[config.mk]
export PLATFORM = sky130hd
export DESIGN_NAME = lpi_div_step
export DESIGN_NICKNAME = d
export VERILOG_FILES = /design/src/rtl/lpi_pkg.sv /design/src/rtl/lpi_div_step.sv
export SDC_FILE = /design/constraint.sdc
export NUM_CORES = 1
export LEC_CHECK = 0
export BUFFER_PORTS_ARGS = -buffer_cell sky130_fd_sc_hd__buf_2
export CORE_AREA = 2 2 308 310
export DETAILED_ROUTE_END_ITERATION = 12
export DIE_AREA = 0 0 310 312
export HOLD_SLACK_MARGIN = 0.08
export PLACE_DENSITY_LB_ADDON = 0.3
export SYNTH_ARGS = -nofsm -noshare
export SYNTH_HDL_FRONTEND = slang
export SYNTH_SLANG_ARGS = --single-unit
[constraint.sdc]
create_clock -name clk -period 5.4 [get_ports clk]
set_input_delay 0.81 -clock clk [delete_from_list [all_inputs] [get_ports clk]]
set_output_delay 0.81 -clock clk [all_outputs]
set_load 0.01 [all_outputs]
[src/rtl/lpi_pkg.sv]
// ----------------------------------------------------------------------------
// lpi_pkg
// Shared constants and pipeline types for the line/plane intersection block.
// ----------------------------------------------------------------------------
package lpi_pkg;

  localparam int CoordW   = 32;
  localparam int DiffW    = CoordW + 1;
  localparam int ProdW    = CoordW + DiffW;
  localparam int SumW     = ProdW + 2;
  localparam int QuotW    = 64;
  localparam int DivSteps = QuotW;
  localparam int ThrW     = 63;
  localparam int CfgAddrW = 4;
  localparam int CfgDataW = 64;

  localparam logic [ThrW-1:0] THR_RESET = 63'd42950;
  localparam logic            REG_THR   = 1'b0;

  localparam logic [QuotW-1:0] T_MAX = {1'b0, {(QuotW-1){1'b1}}};
  localparam logic [QuotW-1:0] T_MIN = {1'b1, {(QuotW-1){1'b0}}};

  typedef struct packed {
    logic                         hit;
    logic                         neg;
    logic                         ovf;
    logic [SumW-1:0]              mden;
    logic [SumW-1:0]              rem;
    logic [QuotW-1:0]             dq;
    logic [2:0][CoordW-1:0]       p1;
    logic [2:0][DiffW-1:0]        d;
  } div_t;

  typedef struct packed {
    logic                   hit;
    logic [2:0][CoordW-1:0] pt;
  } res_t;

endpackage

[src/rtl/lpi_div_step.sv]
// ----------------------------------------------------------------------------
// lpi_div_step
// One restoring-division stage: one quotient bit per register stage.
// ----------------------------------------------------------------------------
module lpi_div_step (
  input  logic          clk,
  input  logic          rst,
  input  logic          en,
  input  logic          vld_i,
  input  lpi_pkg::div_t dat_i,
  output logic          vld_o,
  output lpi_pkg::div_t dat_o
);
  import lpi_pkg::*;

  logic [SumW:0] rsh;
  logic          ge;
  div_t          dat_next;

  always_comb begin
    rsh = {dat_i.rem, dat_i.dq[QuotW-1]};
    ge  = rsh >= {1'b0, dat_i.mden};
    dat_next     = dat_i;
    dat_next.rem = ge ? SumW'(rsh - {1'b0, dat_i.mden}) : rsh[SumW-1:0];
    dat_next.dq  = {dat_i.dq[QuotW-2:0], ge};
  end

  always_ff @(posedge clk) begin
    if (rst) begin
      vld_o <= 1'b0;
    end else if (en) begin
      vld_o <= vld_i;
    end
  end

  always_ff @(posedge clk) begin
    if (en) begin
      dat_o <= dat_next;
    end
  end
endmodule

---- Word level (Yosys, flattened, before mapping) ----
Cells that the tools add are included.
cells by class
  muxes and demuxes ....................... 1
  divide/modulo/power cells ............... 0
  bitwise logic cells ..................... 0
  equality and inequality tests ........... 0
  reductions and logical operators ........ 0
  shift-type cells ........................ 0
  multipliers ............................. 0
  add/subtract/negate cells ............... 1
  magnitude comparators ................... 1
operators by type and width
  operator        count
  $ge 68x67->1    1
  $mux 67         1
  $sub 67x67->67  1
word-level totals
  word-level logic and storage cells ...... 16
  output and inout port bits .............. 397
  memory bits (read-only) ................. 0
  RAM bits ................................ 0
  bits of input ports ..................... 400
  memories kept ........................... 0
  bits in registers ....................... 397
  bits in latches ......................... 0

---- Depth between registers and ports, before layout ----
  word-level depth ........................ 2
  mapped depth ............................ 15

---- Worst setup path before layout ----
No wires, ideal clock.
  path kind ............................... input port to flip-flop
  from .................................... in dat_i[258] (netlist name)
  to ...................................... reg dat_o[321] (netlist name), data pin
  required time ........................... 5,145 ps
  path buffers ............................ 0
  stages .................................. 14
  setup slack ............................. 1,808 ps
  library setup time ...................... 255 ps
  arrival ................................. 3,337 ps
  path through ............................ inv_1 -> ha_1 -> inv_1 -> fa_1 -> a211oi_1 -> o21ai_0 -> o211ai_1 -> a21oi_1 -> o21bai_1 -> a2111oi_0 -> o21a_1 -> o21a_1 -> or3_1 -> a31o_1
RTL lines
  item                  RTL line            RTL
  from (decl)           lpi_div_step.sv:10  input lpi_pkg::div_t dat_i,
  to (signal assigned)  lpi_div_step.sv:38  dat_o <= dat_next;
  to (decl)             lpi_div_step.sv:12  output lpi_pkg::div_t dat_o

==> flow_summary.json <==
{
  "cts_hold_buf": 0,
  "drv_cap": 1,
  "status": "complete, but fails checks",
  "clkPwrFrac_pct": 39.7,
  "hp-class": "input pin to flip-flop",
  "p_seq_share_pct": 42.9,
  "cp-start-kind": "input pin",
  "fin_ws_ns": 1.073,
  "clock_skew_ns": 0,
  "yosys_register_bits": 397,
  "synth_edf_count": 396,
  "syn-instance-count": 1260,
  "dominantRegCellSynth": "edfxtp_1",
  "grt_max_degree": 113,
  "grt_pass1_wl_mm": 114.0,
  "max_freq_ghz": 0.2311,
  "finalHoldViolCount": 0,
  "placed_area_mm2": 0.02248,
  "p_total_mw": 8.896,
  "min_path_cells": 1,
  "core_mm2": 0.09305,
  "die_area_mm2": 0.09672,
  "drt_wl_total_mm": 87.87,
  "reg2reg_to": "vld_o",
  "synthArstFlopShare_pct": 0,
  "yosysSeqAreaShare_pct": 70.08,
  "dp_slack_ns": 0.5065,
  "num_rows": 112,
  "htreeDepth": 2,
  "synth_area_mm2": 0.01700,
  "drive_above_1_share_pct": 42.45,
  "slew_viol_final": 0,
  "cp_slowest_cell": "a2111oi_0",
  "cts_resized": 0,
  "combPwrFrac_pct": 17.3,
  "path_cells": "buf_2, inv_1, ha_1, inv_1, fa_1, a211oi_1, o21ai_0, o211ai_1, a21oi_1, o21bai_1, a2111oi_0, nor2_1, o21ai_0, xnor2_1, o21ai_0",
  "cts-root-buf": "clkbuf_16",
  "tightest_slew_ns": 1.455,
  "antenna_left": 0,
  "via_per_inst": 4.108,
  "syn_to_final_growth_pct": 42.47,
  "hpwl_mm": 71.82,
  "post-route-drc-count": 0,
  "rsz0062_at_grt": "false",
  "grt_usage_pct": 17.29,
  "power_density_mw_per_mm2": 367.4,
  "wl_met3_mm": 9.941,
  "cts_buffer_depth": 3,
  "clock_latency_ns": 0.61,
  "crit_arrival_ns": 4.68,
  "internal_power_mw": 6.361,
  "clock-sinks": 397,
  "io_buffers": 796,
  "ir_drop_mv": 0.2041,
  "start_util_pct": 18.27,
  "cp_common_cell": "o21ai_0",
  "die_w_um": 310,
  "fin_crit_ns": 4.327,
  "tns_ns": 0,
  "overflow": 0,
  "dr.pass1.iters": 5,
  "power.share.switching_pct": 28.50,
  "leakage_nw": 10.17,
  "relSlewSlack_pct": 0.4969,
  "crit_type": "input pin to flip-flop",
  "cts_setup_buffers": 0,
  "hp-start": "dat_i[57]",
  "cts_inserted_buffers": 50,
  "place.gp.congestion": 0.8414,
  "tritoncts": "done",
  "worstPathRequired_ns": 5.75,
  "finalSetupViolCount": 0,
  "grt_pass1_vias": 13574,
  "netlist-cell-type-count": 54,
  "holdPathEnd": "dat_o[57]",
  "antenna_found_initial": 68,
  "max_stage_delay_ns": 1.26,
  "cp-end-kind": "flip-flop",
  "fill_cells": 10012,
  "worstReg2RegStart": "vld_o",
  "avgSynthCellArea_um2": 13.49,
  "reg2reg_slack_ns": 4.82,
  "switchingPower_mw": 2.535,
  "drtIter0Drc": 1050,
  "post_drt_wl_per_cell_um": 26.00,
  "routed.top_layer": "met5",
  "crit_path_start": "dat_i[258]",
  "layout.nets": 2540,
  "syn_nets": 1728,
  "met2_length_mm": 43.29,
  "r2r_cells": 2,
  "final_area_mm2": 0.02422,
  "violations": "max-capacitance violations",
  "vias": 13886,
  "cts.clk_slew.worst_paths_ns": 0.06,
  "pin_count": 797,
  "wl_met1_mm": 30.04,
  "cp_max_fo": 4,
  "ys_warn_count": 0,
  "die_y_um": 312,
  "finalCritPeriodShare_pct": 80.14
}
## cell usage after synthesis (all sizes together), types with 8 or more instances
| cell | number | area, um^2 |
|---|---|---|
| a211oi | 9 | 72.57 |
| a21o | 18 | 135.1 |
| a21oi | 98 | 494.2 |
| a31oi | 9 | 56.30 |
| buf | 17 | 91.34 |
| clkbuf | 29 | 108.9 |
| edfxtp | 396 | 11890 |
| ha | 67 | 838.3 |
| inv | 93 | 349.1 |
| nand2 | 136 | 510.5 |
| nand2b | 8 | 50.05 |
| nand4 | 33 | 206.5 |
| nor2 | 52 | 195.2 |
| nor3 | 14 | 70.07 |
| o21a | 8 | 60.06 |
| o21ai | 116 | 580.6 |
| o21bai | 23 | 172.7 |
| xnor2 | 38 | 332.8 |
| xor2 | 25 | 219.0 |
## registers in the layout, indices dropped and copies added, names as in the netlist
register  count
dat_o       396
vld_o         1
## how the worst max path moves through the flow
stage / to
after floorplan: dat_o[321]
after global placement: dat_o[313]
final: dat_o[313]
after detailed placement: dat_o[313]
after CTS: dat_o[313]
after global routing: dat_o[313]
## kinds of logic (layout without fill, tap and decap cells)
kind of cell | count (synthesis) | count (layout) | synth area share, %
flops | 397 | 397 | 70.08
mux | 1 | 1 | 0.05889
compound gates | 318 | 318 | 11.14
other cells | 0 | 13 | 0
buf+inv | 140 | 993 | 3.283
xor+xnor | 63 | 63 | 3.246
fa+ha+maj | 68 | 68 | 5.050
simple gates | 273 | 273 | 7.140
## layout make-up
cell class,count,area (um^2),area share [%]
Clock buffer,57,1299,5.363
Tap cell,1254,1569,6.479
Timing Repair Buffer,806,4106,16.96
Antenna cell,13,32.53,0.1343
Multi-Input combinational cell,723,4537,18.74
Sequential cell,397,11910,49.19
Clock inverter,36,402.9,1.664
Inverter,94,357.8,1.478
## power groups by stage
stage	clock [mW]	sequential (mW)	combinational (mW)
after floorplan	0	4.04	0.528
after global placement	0	3.88	1.57
after detailed placement	0	3.88	1.57
after CTS	3.67	3.82	1.58
after global routing	3.76	3.85	1.67
final	3.54	3.82	1.54
## stage by stage
step                      std cells  hold WS (ns)  utilization (%)
after floorplan                1260        0.5279                -
after global placement         3274        0.4768            24.16
after detailed placement       3274        0.4863            24.16
after CTS                      3367        0.2980            25.99
after global routing           3369        0.3159            26.00
final                          3380        0.3527            26.02
## worst max-delay path, delay by kind of cell
| family | cells | cell delay, ns |
|---|---|---|
| and+or+nand+nor | 1 | 0.22 |
| xor gates and xnor gates | 1 | 0.14 |
| buffers and inverters | 3 | 0.21 |
| adders and majority gates | 2 | 0.46 |
| AOI/OAI and AO/OA | 8 | 2.82 |
## metal layers
| metal | vias to the layer above | global-route usage [%] |
|---|---|---|
| li1 | 6325 | - |
| met1 | 6700 | 17.48 |
| met2 | 638 | 30.32 |
| met3 | 175 | 7.798 |
| met4 | 48 | 7.784 |
| met5 | - | 0 |
## cell usage in the layout (no fill, tap or decap), types with 3 or more instances in the layout
master	synthesis	final
a31oi_1	9	9
buf_4	0	7
nand4_1	33	33
clkinv_4	1	6
or3_1	7	7
a211oi_1	8	8
clkbuf_16	0	51
nand2b_1	8	8
nor2_1	52	52
clkbuf_1	29	6
a21o_1	18	18
ha_1	67	67
xor2_1	25	25
o31ai_1	6	6
buf_2	16	795
clkinvlp_4	0	4
nand2_1	136	136
o21bai_1	23	23
o211ai_1	6	6
or2_2	3	3
diode_2	0	13
a21oi_1	97	97
nor3_1	14	14
buf_12	0	3
o21ai_0	84	84
o21a_1	8	8
nor2b_1	7	7
and3_1	3	3
nand3_1	7	7
o21ai_1	32	32
inv_1	93	93
clkinv_2	0	9
a2111oi_0	5	5
xnor2_1	38	38
bufinv_16	0	7
clkinv_1	0	8
edfxtp_1	396	396
(Power assumes the default switching activity.)
