==> src/rtl/lpi_pkg.sv <==
// ----------------------------------------------------------------------------
// lpi_pkg
// Shared constants and pipeline types for the line/plane intersection block.
// ----------------------------------------------------------------------------
package lpi_pkg;

  localparam int CoordW   = 32;
  localparam int DiffW    = CoordW + 1;
  localparam int ProdW    = CoordW + DiffW;
  localparam int SumW     = ProdW + 2;
  localparam int QuotW    = 64;
  localparam int DivSteps = QuotW;
  localparam int ThrW     = 63;
  localparam int CfgAddrW = 4;
  localparam int CfgDataW = 64;

  localparam logic [ThrW-1:0] THR_RESET = 63'd42950;
  localparam logic            REG_THR   = 1'b0;

  localparam logic [QuotW-1:0] T_MAX = {1'b0, {(QuotW-1){1'b1}}};
  localparam logic [QuotW-1:0] T_MIN = {1'b1, {(QuotW-1){1'b0}}};

  typedef struct packed {
    logic                         hit;
    logic                         neg;
    logic                         ovf;
    logic [SumW-1:0]              mden;
    logic [SumW-1:0]              rem;
    logic [QuotW-1:0]             dq;
    logic [2:0][CoordW-1:0]       p1;
    logic [2:0][DiffW-1:0]        d;
  } div_t;

  typedef struct packed {
    logic                   hit;
    logic [2:0][CoordW-1:0] pt;
  } res_t;

endpackage

==> src/rtl/lpi_cfg.sv <==
// ----------------------------------------------------------------------------
// lpi_cfg
// APB register file holding the parallel threshold.
// ----------------------------------------------------------------------------
module lpi_cfg (
  input  logic                          clk,
  input  logic                          rst,
  input  logic                          psel,
  input  logic                          penable,
  input  logic                          pwrite,
  input  logic [lpi_pkg::CfgAddrW-1:0]  paddr,
  input  logic [lpi_pkg::CfgDataW-1:0]  pwdata,
  output logic [lpi_pkg::CfgDataW-1:0]  prdata,
  output logic [lpi_pkg::ThrW-1:0]      thr
);
  import lpi_pkg::*;

  logic sel_thr;

  assign sel_thr = (paddr[CfgAddrW-1] == REG_THR) && (paddr[CfgAddrW-2:0] == '0);

  always_ff @(posedge clk) begin
    if (rst) begin
      thr <= THR_RESET;
    end else if (psel && penable && pwrite && sel_thr) begin
      thr <= pwdata[ThrW-1:0];
    end
  end

  assign prdata = sel_thr ? {{(CfgDataW-ThrW){1'b0}}, thr} : '0;
endmodule

==> config.mk <==
export PLATFORM = sky130hd
export DESIGN_NAME = lpi_cfg
export DESIGN_NICKNAME = d
export VERILOG_FILES = /design/src/rtl/lpi_pkg.sv /design/src/rtl/lpi_cfg.sv
export SDC_FILE = /design/constraint.sdc
export NUM_CORES = 1
export LEC_CHECK = 0
export BUFFER_PORTS_ARGS = -buffer_cell sky130_fd_sc_hd__buf_2
export CORE_MARGIN = 8
export CORE_UTILIZATION = 39
export CTS_BUF_LIST = sky130_fd_sc_hd__clkbuf_16
export DETAILED_ROUTE_END_ITERATION = 10
export GPL_ROUTABILITY_DRIVEN = 0
export PLACE_DENSITY = 0.79
export SLEW_MARGIN = 20
export SYNTH_ARGS = -nofsm -noshare
export SYNTH_HDL_FRONTEND = slang
export SYNTH_SLANG_ARGS = --single-unit
export TNS_END_PERCENT = 50
==> constraint.sdc <==
create_clock -name clk -period 1.87 [get_ports clk]
set_input_delay 0.561 -clock clk [delete_from_list [all_inputs] [get_ports clk]]
set_output_delay 0.561 -clock clk [all_outputs]
set_load 0.01 [all_outputs]
# After elaboration in Yosys (flattened, before gate mapping)
# Index checks and enable logic that the tools add are counted.
# word_totals
reg_bits	63
output_inout_bits	127
# op_classes
n_mux	1
bitwise	1
reduce_logical	5
# ops
operator	count
2-to-1 mux 63 bit	1
logical AND 1 bit	4
zero test 3 bit	1
inverter 1 bit	1

# Longest topological paths before layout
# Gate-level depths: netlist (run 1).
# depth
ltp_word	3
depth_mapped	5

# Worst setup path after synthesis (run 1)
# No wires, ideal clock.
# synth_path
path_type	input -> output
start	input port paddr[1] (netlist name)
end	output port prdata[10] (netlist name)
t_arrival_ps	1384
t_required_ps	1309
setup_slack_ps	-75
cell_stages	3
path_buffers	1
path_cell_list	nor4_4 clkbuf_1 and2_1
# synth_between
elab_chain_len	3
# synth_rtl
element	line_no	rtl
start: declaration	lpi_cfg.sv:11	input logic [lpi_pkg::CfgAddrW-1:0] paddr,
zero test 3 bit	lpi_cfg.sv:20	assign sel_thr = (paddr[CfgAddrW-1] == REG_THR) && (paddr[CfgAddrW-2:0] == '0);
logical AND 1 bit	lpi_cfg.sv:20	
2-to-1 mux 63 bit	lpi_cfg.sv:30	assign prdata = sel_thr ? {{(CfgDataW-ThrW){1'b0}}, thr} : '0;
end: declaration	lpi_cfg.sv:13	output logic [lpi_pkg::CfgDataW-1:0] prdata,
# No other way between the ends.

# Worst setup path after layout (run 1)
# layout_path
start	input port paddr[1] (netlist name)
end	output port prdata[52] (netlist name)
# Same word-level chain as after synthesis.

==> metrics.md, run 1 <==
| Metric | Value |
|---|---|
| R2R Setup Slk | 1220 ps |
| Commonest non-fill, non-tap cell in the layout | buf_2 |
| Period minus WS final | 2097 ps |
| Final count of hold timing violations | 0 |
| Setup TNS | -12,860 ps |
| Worst setup path endpoint | prdata[52] |
| Core Rows | 33 |
| Number of port buffers | 197 |
| DIE AREA | 0.01164 mm2 |
| Status | finished with violations |
| Placed instance count | 624 |
| Total wire length | 8.617 mm |
| Fmax | 476.8 MHz |
| Post-Syn Area | 0.003292 mm2 |
| Global-route wire length before repair | 13.82 mm |
| Hold_buf cts | 0 |
| Clk sinks | 63 |
| Startpoint Class | input pin |
| Violations in the final reports | setup timing |
| Detailed Route Iter0 Violations | 116 |
| DR pass1 iterations | 4 |
| Setup crit end kind | output pin |
| Post-place setup slack | -296.2 ps |
| Simple logic cell fraction of the synthesized area | 35.65% |
| Power Total | 3.267 mW |
| TritonCTS clock tree | yes |
| Worst setup path category | input pin to output pin |
| Syn-to-layout area delta | 39.19% |
| WL/cell | 13.49 um |
| Core box area | 0.008217 mm2 |
| Final setup violation count | 63 |
| Die Y | 107.9 um |
| Chip width | 107.9 um |
| Hold slack final | 481.6 ps |
| Number of cells on the worst reg-to-reg path | 2 |
| Crit Path Max Fanout | 64 |
| Largest net degree at the start of global routing | 127 |
| Pins over their slew limit | 0 |
| Unrepaired setup endpoints after global routing | yes |
| Post-DP HPWL | 6.463 mm |
| Synth Register Bits | 63 |
| Post-route design area | 0.004582 mm2 |
| Starting Density | 40.06% |
| Post-synthesis cell type count | 12 |
| Via count | 2,873 |
| Synth Area in XOR/XNOR | 0% |
| Post-DRT Antenna Nets | 0 |
| Mux share of post-synthesis cell area | 19.16% |
| Max-cap violation count | 0 |
| Launch point of the worst reg-to-reg path | thr[15]$_SDFFE_PP1P_ |
| Antenna violations before repair | 0 |
| CTS Buf Count | 9 |
| Final critical-path setup slack | -227.5 ps |
| Syn Area/Cell | 9.514 um2 |
| Post-synthesis compound-gate area fraction | 0% |
| Layout cell share with drive strength beyond 1 | 41.01% |
| Root Buffer | clkbuf_16 |
| Setup Skew | 0 ps |
| Vias in the first global route | 2,919 |
| Register area share after synthesis | 38.31% |
| Largest register FFs | 63 |
| Largest family of logic cells by synthesized area | simple AND/OR/NAND/NOR gates |
| Critical Path AT | 1540 ps |
| GRT Residual Overflow | 0 |
| # H-tree levels | 3 |
| Pwr Density | 713.0 mW/mm2 |
| Drt drc | 0 |
| N_diodes | 0 |
| Most frequent cells in the layout | buf_2 (195), nand2b_1 (108), mux2i_1 (63), dfxtp_1 (63), and2_1 (60) |
| Post-layout util | 55.76% |
| Gr usage total | 14.42% |
| Cell leakage power | 2.188 nW |
| Post-CTS setup repair buffer count | 0 |
| Yosys warns | 0 |
| Crit path launch | paddr[1] |
| Max VDD drop | 0.0004135 V |
| Avg Vias per Cell | 4.496 |
| IO Count | 200 |
| DP Area | 0.004267 mm2 |
| Hold WC Path Type | flop to flop |
| Gate Count Post-Synth | 346 |
| Final Cycle Share | 112.2% |
| Fin nets | 603 |
| Post-Syn Nets | 419 |
| Clk Latency, worst-skew pair | 310 ps |
| Biggest register | thr |
| Worst reg2reg path endpoint | thr[15]$_SDFFE_PP1P_ |
| Top Registers | thr (63) |
| Synthesized-area fraction occupied by adder cells | 0% |
| Reg clk slew, reported paths | 50 ps |
| Worst path required time | 1310 ps |
| CTS Buffer Depth | 2 |
| Post-Layout Cell Count | 639 |
==> worst min-delay path by stage <==
stage                      endpoint  cells after the start  slack, ps                  from
4_1_cts        thr[51]$_SDFFE_PP0P_                      2        490  thr[51]$_SDFFE_PP0P_
3_3_place_gp   thr[48]$_SDFFE_PP0P_                      2        470  thr[48]$_SDFFE_PP0P_
3_5_place_dp   thr[61]$_SDFFE_PP0P_                      2        480  thr[61]$_SDFFE_PP0P_
5_1_grt        thr[62]$_SDFFE_PP0P_                      3        490            pwdata[62]
6_report       thr[51]$_SDFFE_PP0P_                      2        480  thr[51]$_SDFFE_PP0P_
2_1_floorplan   thr[0]$_SDFFE_PP0P_                      2        500   thr[0]$_SDFFE_PP0P_
==> report_power, final <==
group | internal [mW] | leakage [nW] | switching [mW]
Combinational | 0.128 | 1.53 | 0.0935
Sequential | 1.35 | 0.508 | 0.00386
Clock | 1.14 | 0.154 | 0.550
Total | 2.62 | 2.19 | 0.647
==> synth_stat cells, drive strengths merged <==
master	n	share of area [%]
conb	1	0.11
nand2b	108	21
clkbuf	20	2.3
dfxtp	63	38
and4	1	0.34
mux2i	63	19
nor4	1	0.65
and2	63	12
buf	8	4.5
nor2	18	2.1
==> area by class of cell <==
| type | instances | area, um2 |
|---|---|---|
| multi-input cells | 255 | 1808 |
| clock buffers | 9 | 225.2 |
| flip-flops and latches | 63 | 1261 |
| repair buffers | 201 | 1079 |
| clock inverters | 6 | 77.57 |
| well taps | 105 | 131.4 |
| fillers | 744 | 3635 |
==> critical path, stage by stage <==
cell and delay (ps):
buf_6 100, nor4_4 310, buf_12 260, and2_1 160, buf_2 130
==> metal layers <==
layer / share of wire, % / vias to the layer above / routed length [um] / track usage (%)
li1: - / 1452 / - / -
met1: 39 / 1302 / 3358 / 15.64
met2: 50 / 113 / 4350 / 24.96
met3: 9.6 / 6 / 823 / 5.749
met4: 0.99 / 0 / 85 / 4.757
met5: 0 / - / 0 / 0
==> what timing repair did <==
| item | CTS | global route |
|---|---|---|
| pin swaps | 8 | 0 |
| resized for setup | 3 | 0 |
| setup endpoints to repair | 63 | 64 |
==> cell families (layout without fill, tap and decap cells) <==
kind of cell	after synthesis	count (layout)
simple gates	191	191
mux	63	63
flops	63	63
buf+inv	28	216
other cells	1	1
No activity file was read; power rests on OpenSTA's default activity.
==> run 2, diff against run 1 <==
--- a/config.mk
+++ b/config.mk
@@ -6,6 +6,7 @@
 export NUM_CORES = 1
 export LEC_CHECK = 0
 export BUFFER_PORTS_ARGS = -buffer_cell sky130_fd_sc_hd__buf_2
+export CORE_ASPECT_RATIO = 0.8
 export CORE_MARGIN = 8
 export CORE_UTILIZATION = 39
 export CTS_BUF_LIST = sky130_fd_sc_hd__clkbuf_16
==> run 2 against run 1 <==
Against the previous run:
- the flow still finishes with violations (setup timing)
- count of clock-buffer cells in the layout unchanged
- setup slack worse by 7.1 ps
- die area up 0.15%
- via count down 2.4%
- register-to-register slack about the same
- clock power down 6%
- combinational power about the same
- global-route usage down 0.10 points
- power down 3.3%
- sequential cell count unchanged
==> metrics.md, run 2 (synthesis results as in run 1) <==
| Metric | Value |
|---|---|
| Power Total | 3.158 mW (-3.3%) |
| Hold WC Path Type | flop to flop |
| WL/cell | 13.33 um (-1.1%) |
| Clk Latency, worst-skew pair | 310 ps (about the same) |
| Worst setup path category | input pin to output pin |
| Core Rows | 30 (-9.1%) |
| Post-CTS setup repair buffer count | 0 (unchanged) |
| Crit path launch | paddr[1] |
| Biggest register | thr |
| Worst reg2reg path endpoint | thr[59]$_SDFFE_PP0P_ |
| Largest net degree at the start of global routing | 127 (unchanged) |
| Violations in the final reports | setup timing |
| Setup TNS | -12,780 ps (+87.40 ps) |
| Post-place setup slack | -281.6 ps (+14.69 ps) |
| IO Count | 200 (unchanged) |
| Launch point of the worst reg-to-reg path | thr[59]$_SDFFE_PP0P_ |
| Startpoint Class | input pin |
| Unrepaired setup endpoints after global routing | yes |
| Crit path largest cell delay | 310 ps (about the same) |
| Worst path slowest cell | nor4_4 |
| Most frequent cells in the layout | buf_2 (195), nand2b_1 (108), mux2i_1 (63), dfxtp_1 (63), and2_1 (60) |
| Status | finished with violations |
| Critical Path AT | 1540 ps (about the same) |
| Clk sinks | 63 (unchanged) |
| Largest register FFs | 63 (unchanged) |
| Global-route wire length before repair | 13.94 mm (+0.90%) |
| Hold_buf cts | 0 (unchanged) |
| Final critical-path setup slack | -234.5 ps (-7.082 ps) |
| Number of cells on the worst reg-to-reg path | 2 (unchanged) |
| Critical path's top delay family | buffers and inverters |
| Syn-to-layout area delta | 39.07% (about the same) |
| DP Area | 0.004275 mm2 (+0.21%) |
| Post-route design area | 0.004578 mm2 (about the same) |
| Worst path required time | 1310 ps (about the same) |
| DIE AREA | 0.01165 mm2 (+0.15%) |
| Post-layout util | 54.94% (-0.82 points) |
| Period minus WS final | 2105 ps (+7.082 ps) |
| Die Y | 98.18 um (-9.0%) |
| Setup crit end kind | output pin |
| Final Cycle Share | 112.5% (+0.38 points) |
| Cell leakage power | 2.171 nW (-0.80%) |
| Pwr Density | 689.8 mW/mm2 (-3.2%) |
| Post-DRT Antenna Nets | 0 (unchanged) |
| Root Buffer | clkbuf_16 |
| Post-DP HPWL | 6.408 mm (-0.85%) |
| Crit Path Max Fanout | 64 (unchanged) |
| Top Registers | thr (63) |
| Fin nets | 603 (unchanged) |
| # H-tree levels | 3 (unchanged) |
| Number of port buffers | 197 (unchanged) |
| Vias in the first global route | 2,905 (-0.48%) |
| Max-cap violation count | 0 (unchanged) |
| Final setup violation count | 63 (unchanged) |
| Commonest non-fill, non-tap cell in the layout | buf_2 |
| GRT Residual Overflow | 0 (unchanged) |
| Chip width | 118.7 um (+10%) |
| TritonCTS clock tree | yes |
| Reg clk slew, reported paths | 60 ps (about the same) |
| CTS Buffer Depth | 2 (unchanged) |
| Final count of hold timing violations | 0 (unchanged) |
| Max VDD drop | 0.0004547 V (+10%) |
| Layout cell share with drive strength beyond 1 | 41.12% (+0.11 points) |
| R2R Setup Slk | 1230 ps (about the same) |
| Starting Density | 39.50% (-0.56 points) |
| Setup Skew | 0 ps (unchanged) |
| Pins over their slew limit | 0 (unchanged) |
| Worst path depth | 5 (unchanged) |
| Critical path cell sequence | buf_6 -> nor4_4 -> buf_12 -> and2_1 -> buf_2 |
| WP buf/inv | 3 (unchanged) |
| CTS Buf Count | 9 (unchanged) |
| Antenna violations before repair | 0 (unchanged) |
| DR pass1 iterations | 4 (unchanged) |
| Avg Vias per Cell | 4.335 (-3.6%) |
| Detailed Route Iter0 Violations | 116 (unchanged) |
| Fmax | 475.2 MHz (-0.34%) |
| N_diodes | 0 (unchanged) |
| Drt drc | 0 (unchanged) |
| Via count | 2,805 (-2.4%) |
| Gr usage total | 14.32% (-0.10 points) |
| Worst setup path endpoint | prdata[34] |
| Core box area | 0.008333 mm2 (+1.4%) |
| Total wire length | 8.627 mm (+0.12%) |
-- run 2: cell types whose count changed in the layout (fill, tap and decap cells not counted) --
cell / delta
clkinvlp_4: +3
bufinv_16: -1
clkinv_2: -1
-- run 2: worst min path at each step --
stage,from,endpoint,slack (ps),cells after the start
after floorplan,thr[0]$_SDFFE_PP0P_,thr[0]$_SDFFE_PP0P_,500,2
after global placement,thr[4]$_SDFFE_PP0P_,thr[4]$_SDFFE_PP0P_,470,2
after detailed placement,thr[61]$_SDFFE_PP0P_,thr[61]$_SDFFE_PP0P_,470,2
after CTS,thr[61]$_SDFFE_PP0P_,thr[61]$_SDFFE_PP0P_,480,2
after global routing,pwdata[45],thr[45]$_SDFFE_PP0P_,490,3
final,thr[61]$_SDFFE_PP0P_,thr[61]$_SDFFE_PP0P_,480,2
-- run 2: layer usage --
metal | vias to the layer above | GRT usage, % | part of all wire, %
met5 | - | 0 | 0
met4 | 0 | 4.074 | 0.78
met2 | 106 | 24.98 | 49
li1 | 1453 | - | -
met1 | 1239 | 14.56 | 41
met3 | 7 | 7.670 | 9.3
-- run 2: cell type report --
cell class | count | area (um2)
sequential | 63 | 1261
fill | 769 | 3755
timing repair buffer | 201 | 1079
tap | 112 | 140.1
clock buffer | 9 | 225.2
clock inverter | 7 | 65.06
multi-input combinational | 255 | 1808
-- run 2: power breakdown --
part | internal [mW] | leakage (nW) | switching (mW) | total [mW]
Sequential | 1.35 | 0.508 | 0.00400 | 1.35
Clock | 1.02 | 0.136 | 0.567 | 1.59
Combinational | 0.128 | 1.53 | 0.0923 | 0.220
-- run 2: tightest hold or removal path: cells and delay by family, from the launching register on --
kind / cells / cell delay (ps)
DFF: 1 / 320
and+or+nand+nor: 1 / 60
muxes: 1 / 50
-- run 2: stage by stage --
stage,hold slack (ps),cells
after floorplan,500.1,346
after global placement,466.4,631
after detailed placement,473.7,631
after CTS,483.5,647
after global routing,486.1,647
final,480.8,647
-- run 2: repair_timing --
item / in CTS / in global routing
pin swaps: 15 / 0
endpoints found under the setup margin: 63 / 66
resized for setup: 2 / 0
endpoints found under the hold margin: 0 / 0
gates cloned: 0 / 0
==> run 3, diff against run 2 <==
--- a/config.mk
+++ b/config.mk
@@ -8,11 +8,11 @@
 export BUFFER_PORTS_ARGS = -buffer_cell sky130_fd_sc_hd__buf_2
 export CORE_ASPECT_RATIO = 0.8
 export CORE_MARGIN = 8
-export CORE_UTILIZATION = 39
+export CORE_UTILIZATION = 30
 export CTS_BUF_LIST = sky130_fd_sc_hd__clkbuf_16
 export DETAILED_ROUTE_END_ITERATION = 10
 export GPL_ROUTABILITY_DRIVEN = 0
-export PLACE_DENSITY = 0.79
+export PLACE_DENSITY = 0.64
 export SLEW_MARGIN = 20
 export SYNTH_ARGS = -nofsm -noshare
 export SYNTH_HDL_FRONTEND = slang
==> run 3 against run 2 <==
Against the previous run:
- the run still ends with setup timing left
- clock power is essentially flat
- combinational power grew 2%
- via count grew 2.3%
- cell area grew 1.5%
- sequential share of layout area shrank 0.41 points
- global-route usage shrank 2.4 points
- critical path type unchanged
- wire length grew 6.8%
- sequential cell count is the same
- non-clock buffer count grew 4
==> metrics.md, run 3 (synthesis results as in run 1) <==
| Metric | Value |
|---|---|
| Status | finished with violations |
| Violations in the final reports | setup timing |
| Starting Density | 30.59% (-8.9 points) |
| WL/cell | 13.48 um (+1.1%) |
| Switching share of total power | 21.88% (+0.86 points) |
| Global-route wire length before repair | 14.28 mm (+2.4%) |
| Fin nets | 607 (+0.66%) |
| Largest net degree at the start of global routing | 127 (unchanged) |
| Crit Path Max Fanout | 64 (unchanged) |
| Root Buffer | clkbuf_16 |
| Fmax | 471.9 MHz (-0.69%) |
| Die Y | 109.7 um (+12%) |
| Chip width | 133.1 um (+12%) |
| Post-DP HPWL | 6.834 mm (+6.6%) |
| Placed instance count | 667 (+5.7%) |
| Power Total | 3.192 mW (+1.1%) |
| Net Sw Power | 698.4 uW (+5.2%) |
| Crit path largest cell delay | 310 ps (about the same) |
| Final Cycle Share | 113.3% (+0.78 points) |
| Critical path cell sequence | buf_6 -> nor4_4 -> buf_12 -> and2_1 -> buf_2 |
| Setup crit end kind | output pin |
| Most frequent cells in the layout | buf_2 (195), nand2b_1 (108), mux2i_1 (63), dfxtp_1 (63), and2_1 (60) |
| Unrepaired setup endpoints after global routing | yes |
| Detailed Route Iter0 Violations | 82 (-29%) |
| Max VDD drop | 0.0004308 V (-5.3%) |
| # H-tree levels | 3 (unchanged) |
| Worst path slowest cell | nor4_4 |
| Final count of hold timing violations | 0 (unchanged) |
| CTS Buf Count | 9 (unchanged) |
| N_diodes | 0 (unchanged) |
| Post-layout util | 43.18% (-12 points) |
| Antenna violations before repair | 0 (unchanged) |
| Hold slack final | 481.7 ps (+0.9280 ps) |
| Final setup violation count | 63 (unchanged) |
| Critical Path AT | 1560 ps (+20 ps) |
| Largest register FFs | 63 (unchanged) |
| Post-DRT Antenna Nets | 0 (unchanged) |
| TritonCTS clock tree | yes |
| Syn-to-layout area delta | 41.16% |
| Worst path required time | 1310 ps (about the same) |
| Hold_buf cts | 0 (unchanged) |
| DR pass1 iterations | 4 (unchanged) |
| Critical path's top delay family | buffers and inverters |
| Biggest register | thr |
| Cell Int Power | 2.493 mW (about the same) |
| Final critical-path setup slack | -249.1 ps (-14.53 ps) |
| GRT Residual Overflow | 0 (unchanged) |
| Period minus WS final | 2119 ps (+14.53 ps) |
| Worst setup path category | input pin to output pin |
| Clk Latency, worst-skew pair | 320 ps (about the same) |
| DIE AREA | 0.01460 mm2 (+25%) |
| Via count | 2,869 (+2.3%) |
| CTS Buffer Depth | 2 (unchanged) |
| Part of the power in the clock network | 50.6% (+0.4 points) |
| Number of port buffers | 197 (unchanged) |
| Max-cap violation count | 0 (unchanged) |
| Avg Vias per Cell | 4.201 (-3.1%) |
| Commonest non-fill, non-tap cell in the layout | buf_2 |
| Clk sinks | 63 (unchanged) |
| Post-place setup slack | -302.9 ps (-21.33 ps) |
| Setup Skew | 0 ps (unchanged) |
| Comb power frac | 7.0% (about the same) |
| Vias in the first global route | 2,952 (+1.6%) |
| Core box area | 0.01076 mm2 (+29%) |
| Cell leakage power | 2.186 nW (+0.72%) |
| Core Rows | 34 (+13%) |
| Gr usage total | 11.95% (-2.4 points) |
| Hold WC Path Type | flop to flop |
| Reg clk slew, reported paths | 50 ps (about the same) |
| Pwr Density | 686.8 mW/mm2 (-0.44%) |
| Pins over their slew limit | 0 (unchanged) |
| Top Registers | thr (63) |
| Layout cell share with drive strength beyond 1 | 41.37% (+0.25 points) |
| Drt drc | 0 (unchanged) |
| IO Count | 200 (unchanged) |
| WP buf/inv | 3 (unchanged) |
| Startpoint Class | input pin |
| Post-Layout Cell Count | 683 (+5.6%) |
| Total wire length | 9.210 mm (+6.8%) |
| Register share of total power | 42.4% (-0.4 points) |
==> run 3: cell count changes in the layout (fill, tap and decap cells not counted), sizes merged <==
| cell | before | now |
|---|---|---|
| inv | 1 | 0 |
| buf | 201 | 205 |
| clkinv | 2 | 3 |
==> run 3: power groups by stage <==
| stage | logic [mW] | clock network [mW] | registers, mW |
|---|---|---|---|
| 3_5_place_dp | 0.224 | 0 | 1.38 |
| 6_report | 0.224 | 1.62 | 1.35 |
| 3_3_place_gp | 0.219 | 0 | 1.38 |
| 5_1_grt | 0.248 | 1.75 | 1.35 |
| 4_1_cts | 0.228 | 1.69 | 1.35 |
| 2_1_floorplan | 0.120 | 0 | 1.38 |
==> run 3: timing repair <==
item,CTS,global route
buffers inserted,0,0
gates resized for setup,2,0
pin swaps,9,0
setup endpoints to repair,63,63
==> run 3: final cells by class <==
type | count | area, um2
Clock buffer | 9 | 225.2
Clock inverter | 7 | 63.81
Fill cell | 1070 | 6116
Multi-Input combinational cell | 255 | 1808
Sequential cell | 63 | 1261
Tap cell | 144 | 180.2
Timing Repair Buffer | 205 | 1109
==> run 3: through the flow <==
step           cell area (um2)  TNS, ps
3_5_place_dp              4345   -31860
3_3_place_gp              4345   -27100
5_1_grt                   4647   -16140
6_report                  4647   -13580
4_1_cts                   4647   -14130
2_1_floorplan             3299    -3059
==> run 3: worst paths after layout <==
kind                        startpoint                    to  slack (ps)  depth (start not counted)
setup / recovery              paddr[1]            prdata[50]        -250                          5
hold reg to reg   thr[20]$_SDFFE_PP0P_  thr[20]$_SDFFE_PP0P_         480                          2
setup reg to reg  thr[35]$_SDFFE_PP0P_  thr[35]$_SDFFE_PP0P_        1250                          2
hold / removal    thr[20]$_SDFFE_PP0P_  thr[20]$_SDFFE_PP0P_         480                          2
==> run 3: tightest hold or removal path, cell delays in order (launching register included) <==
cell and delay (ps):
dfxtp_1 310, nand2b_1 70, mux2i_1 60
==> run 3: routing by layer <==
metal / vias up / global-route usage (%) / part of all wire (%)
met1: 1292 / 12.77 / 41
li1: 1463 / - / -
met3: 8 / 5.753 / 9.3
met5: - / 0 / 0
met4: 0 / 3.597 / 0.92
met2: 106 / 20.83 / 49
